==> src/design/ksto_pkg.sv <==
// ----------------------------------------------------------------------------
// ksto_pkg
// Shared types, codes and helpers for the keyed station table.
// ----------------------------------------------------------------------------
package ksto_pkg;

  localparam int unsigned KEY_W    = 64;
  localparam int unsigned SEEN_W   = 32;
  localparam int unsigned DAY_W    = 18;
  localparam int unsigned FRAMES_W = 32;
  localparam int unsigned SCORE_W  = 16;
  localparam int unsigned SNR_W    = 8;
  localparam int unsigned FREQ_W   = 16;

  localparam logic [DAY_W-1:0]    DAY_UNKNOWN = 18'h3FFFF;
  localparam logic [FRAMES_W-1:0] FRAMES_MAX  = 32'hFFFF_FFFF;

  typedef enum logic [2:0] {
    ST_EMPTY    = 3'd0,
    ST_SELF     = 3'd1,
    ST_UPDATED  = 3'd2,
    ST_INSERTED = 3'd3,
    ST_EVICTED  = 3'd4
  } status_e;

  typedef enum logic [1:0] {
    CS_IDLE,
    CS_SCAN,
    CS_WRITE
  } ctrl_state_e;

  typedef struct packed {
    logic [KEY_W-1:0]    key;
    logic [SEEN_W-1:0]   last_seen;
    logic [DAY_W-1:0]    day_time;
    logic [FRAMES_W-1:0] frames;
    logic [SCORE_W-1:0]  score;
    logic [SNR_W-1:0]    snr;
    logic [FREQ_W-1:0]   freq;
  } entry_t;

  // ascii a-z folded to A-Z, byte by byte
  function automatic logic [KEY_W-1:0] fold_upper(input logic [KEY_W-1:0] k);
    logic [KEY_W-1:0] r;
    logic [7:0]       b;
    r = '0;
    for (int i = 0; i < 8; i++) begin
      b = k[8*i +: 8];
      if (b >= 8'h61 && b <= 8'h7A) begin
        b = b - 8'h20;
      end
      r[8*i +: 8] = b;
    end
    return r;
  endfunction

endpackage

==> src/design/ksto_ctrl.sv <==
// ----------------------------------------------------------------------------
// ksto_ctrl
// Classifies each event and issues its result. For a key that is neither
// empty nor own, scans for a hit and the oldest entry, then writes back.
// ----------------------------------------------------------------------------
module ksto_ctrl import ksto_pkg::*; #(
  parameter int unsigned TABLE_ENTRIES = 32,
  parameter int unsigned KEY_BYTES     = 8
) (
  input  logic                             clk_i,
  input  logic                             rst_ni,
  input  logic                             start,
  output logic                             busy,
  input  logic [KEY_W-1:0]                 station_key_i,
  input  logic [SEEN_W-1:0]                now_seconds_i,
  input  logic [16:0]                      day_seconds_i,
  input  logic                             day_time_valid_i,
  input  logic signed [SCORE_W-1:0]        frame_score_i,
  input  logic signed [SNR_W-1:0]          snr_db_i,
  input  logic [FREQ_W-1:0]                audio_freq_tenths_i,
  input  logic [KEY_W-1:0]                 own_key_i,
  output logic                             done_o,
  output logic [2:0]                       status_o,
  output logic [4:0]                       slot_o,
  output logic [FRAMES_W-1:0]              heard_frames_o,
  output logic [5:0]                       entries_used_o,
  output logic [KEY_W-1:0]                 evicted_key_o,
  output logic                             rd_en_o,
  output logic [$clog2(TABLE_ENTRIES)-1:0] rd_addr_o,
  input  entry_t                           rd_data_i,
  output logic                             wr_en_o,
  output logic [$clog2(TABLE_ENTRIES)-1:0] wr_addr_o,
  output entry_t                           wr_data_o
);

  localparam int unsigned IDX_W = $clog2(TABLE_ENTRIES);
  localparam int unsigned CNT_W = $clog2(TABLE_ENTRIES + 1);
  localparam logic [KEY_W-1:0] KEY_MASK = (KEY_BYTES >= 8) ? {KEY_W{1'b1}} :
                                          ((64'd1 << (8 * KEY_BYTES)) - 64'd1);
  localparam logic [CNT_W-1:0] FULL = CNT_W'(TABLE_ENTRIES);

  ctrl_state_e state_q, state_d;

  // control
  logic             done_q;
  logic [CNT_W-1:0] used_q;
  logic [CNT_W-1:0] issue_q;
  logic             rd_vld_q;
  logic             hit_q;

  // request and scan payload
  logic [KEY_W-1:0]    key_q;
  logic [SEEN_W-1:0]   now_q;
  logic [DAY_W-1:0]    day_q;
  logic [SCORE_W-1:0]  score_q;
  logic [SNR_W-1:0]    snr_q;
  logic [FREQ_W-1:0]   freq_q;
  logic [IDX_W-1:0]    rd_idx_q;
  logic [IDX_W-1:0]    hit_idx_q;
  logic [FRAMES_W-1:0] hit_frames_q;
  logic [SEEN_W-1:0]   min_seen_q;
  logic [IDX_W-1:0]    min_idx_q;
  logic [KEY_W-1:0]    min_key_q;

  // result
  status_e             status_q;
  logic [4:0]          slot_q;
  logic [FRAMES_W-1:0] frames_q;
  logic [KEY_W-1:0]    evict_q;

  logic             accept;
  logic [KEY_W-1:0] key_in;
  logic [KEY_W-1:0] own_m;
  logic             is_empty;
  logic             is_self;
  logic             scan_done;
  logic             match;
  logic             room;

  logic [IDX_W-1:0]    slot_sel;
  logic [FRAMES_W-1:0] frames_sel;
  logic [KEY_W-1:0]    evict_sel;
  status_e             st_sel;
  logic [IDX_W+4:0]    slot_ext;
  logic [CNT_W+5:0]    used_ext;

  assign accept    = start && (state_q == CS_IDLE);
  assign key_in    = station_key_i & KEY_MASK;
  assign own_m     = own_key_i & KEY_MASK;
  assign is_empty  = (key_in == '0);
  assign is_self   = (own_m != '0) && (fold_upper(key_in) == fold_upper(own_m));
  assign scan_done = (issue_q == used_q) && !rd_vld_q;
  assign match     = rd_vld_q && !hit_q && (rd_data_i.key == key_q);
  assign room      = (used_q < FULL);

  // next state
  always_comb begin
    state_d = state_q;
    unique case (state_q)
      CS_IDLE: begin
        if (accept && !is_empty && !is_self) begin
          state_d = CS_SCAN;
        end
      end
      CS_SCAN: begin
        if (scan_done) begin
          state_d = CS_WRITE;
        end
      end
      CS_WRITE: begin
        state_d = CS_IDLE;
      end
      default: begin
        state_d = CS_IDLE;
      end
    endcase
  end

  // state outputs
  always_comb begin
    busy      = (state_q != CS_IDLE);
    rd_en_o   = (state_q == CS_SCAN) && (issue_q != used_q);
    rd_addr_o = issue_q[IDX_W-1:0];
    wr_en_o   = (state_q == CS_WRITE);
  end

  // write-back decision
  always_comb begin
    priority if (hit_q) begin
      slot_sel   = hit_idx_q;
      frames_sel = (hit_frames_q == FRAMES_MAX) ? FRAMES_MAX : hit_frames_q + 1'b1;
      evict_sel  = '0;
      st_sel     = ST_UPDATED;
    end else if (room) begin
      slot_sel   = used_q[IDX_W-1:0];
      frames_sel = FRAMES_W'(1);
      evict_sel  = '0;
      st_sel     = ST_INSERTED;
    end else begin
      slot_sel   = min_idx_q;
      frames_sel = FRAMES_W'(1);
      evict_sel  = min_key_q;
      st_sel     = ST_EVICTED;
    end
  end

  assign wr_addr_o          = slot_sel;
  assign wr_data_o.key       = key_q;
  assign wr_data_o.last_seen = now_q;
  assign wr_data_o.day_time  = day_q;
  assign wr_data_o.frames    = frames_sel;
  assign wr_data_o.score     = score_q;
  assign wr_data_o.snr       = snr_q;
  assign wr_data_o.freq      = freq_q;

  assign slot_ext = {5'd0, slot_sel};
  assign used_ext = {6'd0, used_q};

  always_ff @(posedge clk_i or negedge rst_ni) begin
    if (!rst_ni) begin
      state_q  <= CS_IDLE;
      done_q   <= 1'b0;
      used_q   <= '0;
      issue_q  <= '0;
      rd_vld_q <= 1'b0;
      hit_q    <= 1'b0;
    end else begin
      state_q  <= state_d;
      done_q   <= (accept && (is_empty || is_self)) || (state_q == CS_WRITE);
      rd_vld_q <= rd_en_o;
      if (accept) begin
        issue_q <= '0;
        hit_q   <= 1'b0;
      end else begin
        if (rd_en_o) begin
          issue_q <= issue_q + 1'b1;
        end
        if (match) begin
          hit_q <= 1'b1;
        end
      end
      if ((state_q == CS_WRITE) && !hit_q && room) begin
        used_q <= used_q + 1'b1;
      end
    end
  end

  always_ff @(posedge clk_i) begin
    rd_idx_q <= rd_addr_o;
    if (accept) begin
      key_q    <= key_in;
      now_q    <= now_seconds_i;
      day_q    <= day_time_valid_i ? {1'b0, day_seconds_i} : DAY_UNKNOWN;
      score_q  <= frame_score_i;
      snr_q    <= snr_db_i;
      freq_q   <= audio_freq_tenths_i;
      status_q <= is_empty ? ST_EMPTY : ST_SELF;
      slot_q   <= '0;
      frames_q <= '0;
      evict_q  <= '0;
    end
    if (match) begin
      hit_idx_q    <= rd_idx_q;
      hit_frames_q <= rd_data_i.frames;
    end
    // oldest entry, lowest index on ties
    if (rd_vld_q && ((rd_idx_q == '0) || (rd_data_i.last_seen < min_seen_q))) begin
      min_seen_q <= rd_data_i.last_seen;
      min_idx_q  <= rd_idx_q;
      min_key_q  <= rd_data_i.key;
    end
    if (state_q == CS_WRITE) begin
      status_q <= st_sel;
      slot_q   <= slot_ext[4:0];
      frames_q <= frames_sel;
      evict_q  <= evict_sel;
    end
  end

  assign done_o         = done_q;
  assign status_o       = status_q;
  assign slot_o         = slot_q;
  assign heard_frames_o = frames_q;
  assign entries_used_o = used_ext[5:0];
  assign evicted_key_o  = evict_q;

endmodule

==> config.mk <==
export PLATFORM = sky130hd
export DESIGN_NAME = ksto_ctrl
export DESIGN_NICKNAME = d
export VERILOG_FILES = /design/src/design/ksto_pkg.sv /design/src/design/ksto_ctrl.sv
export SDC_FILE = /design/constraint.sdc
export NUM_CORES = 1
export LEC_CHECK = 0
export ABC_AREA = 1
export BUFFER_PORTS_ARGS = -buffer_cell sky130_fd_sc_hd__buf_2
export CORE_AREA = 2 2 276 278
export DETAILED_ROUTE_END_ITERATION = 16
export DIE_AREA = 0 0 278 280
export GPL_ROUTABILITY_DRIVEN = 1
export PLACE_DENSITY = 0.53
export SLEW_MARGIN = 20
export SYNTH_ARGS = -nofsm -noshare
export SYNTH_HDL_FRONTEND = slang
export SYNTH_SLANG_ARGS = --single-unit
==> constraint.sdc <==
create_clock -name clk_i -period 9.22 [get_ports clk_i]
set_input_delay 1.844 -clock clk_i [delete_from_list [all_inputs] [get_ports clk_i]]
set_output_delay 1.844 -clock clk_i [all_outputs]
set_load 0.05 [all_outputs]
==> reports/summary.txt, run 1 <==
status: finished clean
Die H: 280 microns
remaining antenna violation count: 0
Main synth FF type: edfxtp_1
H-tree depth: 2
WHS Endpoint: min_idx_q[3]$_DFFE_PP_
post-synthesis mux area share: 0%
fillcell total: 7742
Clock transition at path regs: 60 ps
Peak VDD IR: 0.000154 V
grt ovf: 0
placed cell area: 24300 sq um
Worst-Margin Slew: 982 ps
clk_skew: 15.9 ps
reg2reg path depth: 8
io pins: 717
crit path kind: flop to primary output
Worst EP arrival: 3470 ps
CTS tree: built
worst reg-to-reg setup slack: 5080 ps
setup_tns: 0 ps
DPL Wire Length: 63200 microns
Setup crit end kind: primary output
max_slew headroom: 34.6%
layout cell share with drive strength beyond 1: 29.2%
wire length per cell: 20.7 microns
TritonCTS buffer count: 49
Detailed Route WL: 76600 microns
Setup crit start kind: flop
count of hold-fix buffers inserted at cts: 0
worst hold-check path type: flop to flop
Final setup viols: 0
cts repair resizes: 0
Site Rows: 101
compound-gate portion of the synthesized area: 3.98%
first-pass GRT wire length: 108000 microns
First DRT Iteration DRCs: 1003
largest net degree at the start of global routing: 92
number of standard cells after synthesis: 1981
clk buf depth: 3
via/cell ratio: 4.36
layout overhead on the synthesized area: 30.6%
static leakage: 0.0124 uW
max-cap violations: 0
IO Port Bufs: 658
mean post-synth cell area: 10.0 sq um
DR DRC count: 0
Worst R2R Start: hit_q$_DFFE_PN0P_
via count: 16163
Async S/R FF share, synth: 4.07%
Hold Startpoint: rd_idx_q[3]$_DFF_P_
Seq/Total Area, Yosys: 62.5%
Slew Limit Fails: 0
number of global-route vias before repair: 15874
Root Buffer: clkbuf_16
maximum clock rate: 0.188 GHz
synth unique cells: 48
Core Region: 75200 sq um
synthesized net count: 2438
Synth Area in Simple Gates: 20.3%
gpl congestion: 0.913
Hold Vio Cnt, Final: 0
final instance area: 25900 sq um
Hold Path Depth: 0
RSZ-0062 raised after global routing: false
Die Area: 77800 sq um
Synth Cell Area: 19900 sq um
fin nets: 3130
fin crit share: 57.6%
yosys warns: 0
Yosys top cell by area: edfxtp_1
WP data required: 7380 ps
largest cells by area after synthesis: edfxtp_1 (60%), nand2_1 (8.2%), inv_1 (7.2%)
combinational family with the most area after synthesis: simple AND/OR/NAND/NOR gates
worst reg2reg endpoint: hit_frames_q[30]$_DFFE_PP_
antenna violations before repair: 41
clk_lat worst skew: 600 ps
post-synthesis register bit count: 418
pwr/cell area: 174 nW/um^2
clk sink count: 418
Min Clock Period, post-route: 5310 ps
Post-Synth XOR/XNOR Area: 2.21%
Die Wd: 278 microns
Post-Synth Adder-Cell Area: 3.15%
Initial Utilization: 26.4%
top-area cell type share of the netlist area: 59.9%
First-pass DRT Iterations: 5
Post-CTS Setup Repair Bufs: 0
CP max FO: 11
GR Util All Layers: 19.2%
Post-synth EDFFs: 396
==> worst max-delay path: stages, from the launching register on <==
cell and delay, ps:
edfxtp_1 390, ha_1 220, nand2_2 90, nor2_4 140, nand2_2 120, nor2_4 130
inv_2 60, nor2_4 140, nand4_4 130, nor3_2 710, o21ai_0 350, inv_1 120
buf_2 270
==> final cells by class <==
type,count,area (sq um),share of cell area (%)
inverter,384,1450,5.59
sequential,418,12400,47.9
tap,978,1220,4.72
antenna,17,42.5,0.164
multi-input combinational,1156,5900,22.7
clock inverter,26,285,1.10
clock buffer,61,1280,4.94
timing repair buffer,664,3340,12.9
==> cell families (layout without fill, tap and decap cells) <==
family / Yosys count / in the layout
buf+inv: 407 / 1135
simple gates: 925 / 925
compound gates: 131 / 131
fa+ha+maj: 50 / 50
other cells: 0 / 17
xor+xnor: 50 / 50
flops: 418 / 418
==> metal layers <==
| layer | track usage, % | wire length [microns] | share of wire [%] | up-vias |
|---|---|---|---|---|
| li1 | - | - | - | 7903 |
| met4 | 6.29 | 2320 | 3.0 | 48 |
| met1 | 22.6 | 30700 | 40 | 7459 |
| met2 | 32.9 | 37100 | 48 | 593 |
| met5 | 0 | 296 | 0.39 | - |
| met3 | 6.33 | 6200 | 8.1 | 160 |
==> layout by cell type (no fill, tap or decap), types with 19 or more instances in the layout <==
master / Yosys / final
o21ai_0: 45 / 45
nand3_1: 69 / 69
edfxtp_1: 396 / 396
nor2_1: 268 / 268
nor3_1: 22 / 22
nand4_1: 46 / 46
or2_2: 19 / 19
clkbuf_16: 0 / 49
buf_2: 2 / 658
a21oi_1: 32 / 31
inv_1: 381 / 379
xor2_1: 28 / 28
ha_1: 50 / 50
xnor2_1: 22 / 22
nand2_1: 435 / 434
==> power by group <==
| group | switching, uW | internal, uW |
|---|---|---|
| registers | 19.6 | 2170 |
| logic | 256 | 140 |
| clock network | 807 | 1130 |
| total | 1080 | 3440 |
==> how the worst max path moves through the flow <==
| stage | from | to | slack [ps] | cells after the start |
|---|---|---|---|---|
| global route | hit_frames_q[0]$_DFFE_PP_ | wr_data_o[53] | 3640 | 12 |
| detailed placement | rd_data_i[157] | hit_frames_q[30]$_DFFE_PP_ | 4080 | 8 |
| CTS | hit_frames_q[0]$_DFFE_PP_ | wr_data_o[53] | 3820 | 12 |
| global placement | rd_data_i[157] | hit_frames_q[26]$_DFFE_PP_ | 4060 | 8 |
| floorplan | rd_data_i[115] | min_idx_q[0]$_DFFE_PP_ | 990 | 8 |
| finish | hit_frames_q[0]$_DFFE_PP_ | wr_data_o[53] | 3910 | 12 |
==> sequential cells by signal, indices dropped and copies added (netlist names), 6 cells and up <==
register,flops
hit_frames_q,32
entries_used_o,6
key_q,64
now_q,32
snr_q,8
min_seen_q,32
day_q,18
heard_frames_o,32
evicted_key_o,64
freq_q,16
min_key_q,64
score_q,16
issue_q,6
==> per-stage QoR <==
step	cells	power [uW]	hold WS, ps	worst slack [ps]	utilization [%]
6_report	3704	4520	457	3910	34.5
3_3_place_gp	3600	2620	439	4060	32.3
2_1_floorplan	1981	2440	408	995	-
5_1_grt	3696	4710	474	3640	34.5
4_1_cts	3687	4590	451	3820	34.4
3_5_place_dp	3600	2630	439	4080	32.3
==> synthesized netlist by cell type (5+ instances only) <==
library cell,n
a211oi_1,7
dfxtp_1,5
clkbuf_1,15
nor2_1,268
a21oi_1,32
nor4_1,18
nand3_1,69
a221oi_1,6
inv_1,381
nor2_4,7
nor3_1,22
nand4_1,46
edfxtp_1,396
or2_2,19
o21ai_0,45
buf_4,6
dfrtp_1,17
nand3b_1,10
o22ai_1,15
ha_1,50
and2_1,8
xnor2_1,22
nand2_1,435
nor3_2,5
a22o_1,5
xor2_1,28
nand2_2,6
Note: power is estimated with default switching activity, not from simulation.
==> inputs of run 2 (changes only) <==
Settings changed: ABC_AREA 1 to 0, CORE_AREA 2 2 276 278 to 2 2 282 284, DIE_AREA 0 0 278 280 to 0 0 284 286, PLACE_DENSITY 0.53 to 0.49.
Clock period 9.22 ns to 5.06 ns, I/O delays scaled along.
==> reports/summary.txt, run 2 <==
status: finished clean
Synth Cell Area: 18300 sq um (-7.6%)
Core Region: 78400 sq um (+4.2%)
Sw Share: 30.4% (+6.4 points)
Post-CTS Setup Repair Bufs: 0 (unchanged)
GR Util All Layers: 17.1% (-2.1 points)
pwr/cell area: 411 nW/um^2 (+140%)
clk sink count: 418 (unchanged)
largest net degree at the start of global routing: 146 (+59%)
First-pass DRT Iterations: 4 (-1)
crit path kind: flop to primary output
via/cell ratio: 4.39 (+0.51%)
synthesized net count: 1761 (-28%)
commonest cells after routing, fill and taps aside: buf_2 (658), edfxtp_1 (396), and2_1 (101), inv_1 (98), xnor2_1 (78)
count of hold-fix buffers inserted at cts: 0 (unchanged)
top-area cell type share of the netlist area: 64.8% (+4.9 points)
clk buf depth: 3 (unchanged)
Main synth FF type: edfxtp_1
synth unique cells: 62 (+29%)
RSZ-0062 raised after global routing: false
Sequential Power Share: 45.8% (-2.7 points)
number of standard cells after synthesis: 1304 (-34%)
via count: 13583 (-16%)
Worst EP arrival: 3520 ps (+50 ps)
Die Area: 81200 sq um (+4.3%)
Initial Utilization: 23.4% (-3.0 points)
cts repair resizes: 0 (unchanged)
wire length per cell: 23.2 microns (+12%)
final instance area: 24700 sq um (-4.9%)
combinational share of power: 18.8% (+10 points)
most common cell after layout, fill and taps aside: buf_2
Post-Layout Cell Count: 3097 (-16%)
Setup crit start kind: flop
CTS tree: built
largest cells by area after synthesis: edfxtp_1 (65%), xnor2_1 (3.7%), and2_1 (3.4%)
Peak VDD IR: 0.000242 V (+57%)
Post-synth EDFFs: 396 (unchanged)
Sw Pwr: 3080 uW (+180%)
CP max FO: 24 (+13)
Setup crit end kind: primary output
io pins: 717 (unchanged)
Pint: 7060 uW (+110%)
placed cell area: 23000 sq um (-5.3%)
DR DRC count: 0 (unchanged)
mean post-synth cell area: 14.1 sq um (+40%)
grt ovf: 0 (unchanged)
max_slew headroom: 30.0% (-4.5 points)
DP Cell Count: 3002 (-17%)
Async S/R FF share, synth: 4.07% (unchanged)
PnR Total Power: 10100 uW (+120%)
IO Port Bufs: 658 (unchanged)
count leader, synth: edfxtp_1
WP data required: 4050 ps (-3330 ps)
gpl congestion: 0.908 (-0.54%)
Site Rows: 103 (+2.0%)
clk_lat worst skew: 600 ps (about the same)
first-pass GRT wire length: 101000 microns (-6.3%)
static leakage: 0.00988 uW (-21%)
remaining antenna violation count: 0 (unchanged)
fin crit share: 89.5%
Clock transition at path regs: 60 ps (about the same)
Root Buffer: clkbuf_16
Min Clock Period, post-route: 4530 ps
number of global-route vias before repair: 14063 (-11%)
layout cell share with drive strength beyond 1: 39.4% (+10 points)
post-synthesis register bit count: 418 (unchanged)
TritonCTS buffer count: 50 (+2.0%)
max-cap violations: 0 (unchanged)
Yosys top cell by area: edfxtp_1
Die H: 286 microns (+2.1%)
Worst-Margin Slew: 1050 ps (+67.0 ps)
Seq/Total Area, Yosys: 67.7% (+5.2 points)
fin nets: 2461 (-21%)
clk_skew: 30.0 ps (+14.1 ps)
First DRT Iteration DRCs: 850 (-15%)
yosys warns: 0 (unchanged)
antenna violations before repair: 14 (-66%)
clock share of power: 35.5% (-7.3 points)
Slew Limit Fails: 0 (unchanged)
setup_tns: 0 ps (unchanged)
Detailed Route WL: 71800 microns (-6.3%)
maximum clock rate: 0.221 GHz
Hold Vio Cnt, Final: 0 (unchanged)
Final setup viols: 0 (unchanged)
H-tree depth: 2 (unchanged)
worst hold-check path type: primary input to asynchronous set/reset pin
Die Wd: 284 microns (+2.2%)
layout overhead on the synthesized area: 34.5%
DPL Wire Length: 58600 microns (-7.3%)
top post-synthesis cells by count: edfxtp_1 (396), and2_1 (101), inv_1 (98), xnor2_1 (78), xor2_1 (67)
==> run 2: per-layer routing <==
metal  track usage [%]  up-vias  wire, microns
met2              28.9      632          34300
met5                 0        -             96
met4              4.37       16           1640
met3              5.00      108           5650
met1              21.5     6587          30100
li1                  -     6240              -
==> run 2: critical path: stages, from the launching register on <==
cell and delay, ps:
edfxtp_1 430, ha_1 240, inv_1 100, or3_1 420
nor4_4 380, and2_1 250, nand2_2 400, a21oi_1 390
buf_2 330
==> run 2: kinds of logic (layout without fill, tap and decap cells) <==
logic type | Yosys count | after routing | share of synthesized area (%)
xor+xnor | 145 | 145 | 6.93
other cells | 0 | 2 | 0
compound gates | 167 | 167 | 6.64
fa+ha+maj | 50 | 50 | 3.41
mux | 9 | 9 | 0.505
simple gates | 393 | 393 | 12.1
flops | 418 | 418 | 67.7
buf+inv | 122 | 863 | 2.69
==> run 2: final cells by class <==
type	count	area, sq um
clock inverter	36	320
clock buffer	57	1320
fill	8032	53700
sequential	418	12400
tap	1050	1310
inverter	98	368
multi-input combinational	764	5480
antenna	2	5.00
timing repair buffer	672	3450
==> run 2: worst paths after layout <==
check	cells past startpoint	start	slack, ps	to
worst max register to register	7	hit_q$_DFFE_PN0P_	1600	hit_idx_q[1]$_DFFE_PP_
worst max-delay path	8	hit_frames_q[0]$_DFFE_PP_	530	wr_data_o[69]
min in group clk_i	0	rd_idx_q[0]$_DFF_P_	460	hit_idx_q[0]$_DFFE_PP_
worst min register to register	0	rd_idx_q[0]$_DFF_P_	460	hit_idx_q[0]$_DFFE_PP_
max in group asynchronous	1	rst_ni	4420	done_o$_DFF_PN0_
worst min-delay path	1	rst_ni	350	entries_used_o[0]$_DFFE_PN0P_
==> run 2: stage by stage <==
step	hold WS [ps]	worst slack, ps	utilization, %
2_1_floorplan	418	21.6	-
3_3_place_gp	435	1100	29.4
3_5_place_dp	449	1110	29.4
4_1_cts	310	443	31.5
5_1_grt	338	312	31.5
6_report	353	529	31.5
==> run 2: power groups by stage <==
stage	Combinational (uW)	Sequential (uW)	Clock, uW
after global placement	1910	4700	0
final	1900	4640	3590
after CTS	1950	4650	3720
after global routing	2070	4690	3850
after detailed placement	1940	4720	0
after floorplan	807	5080	0
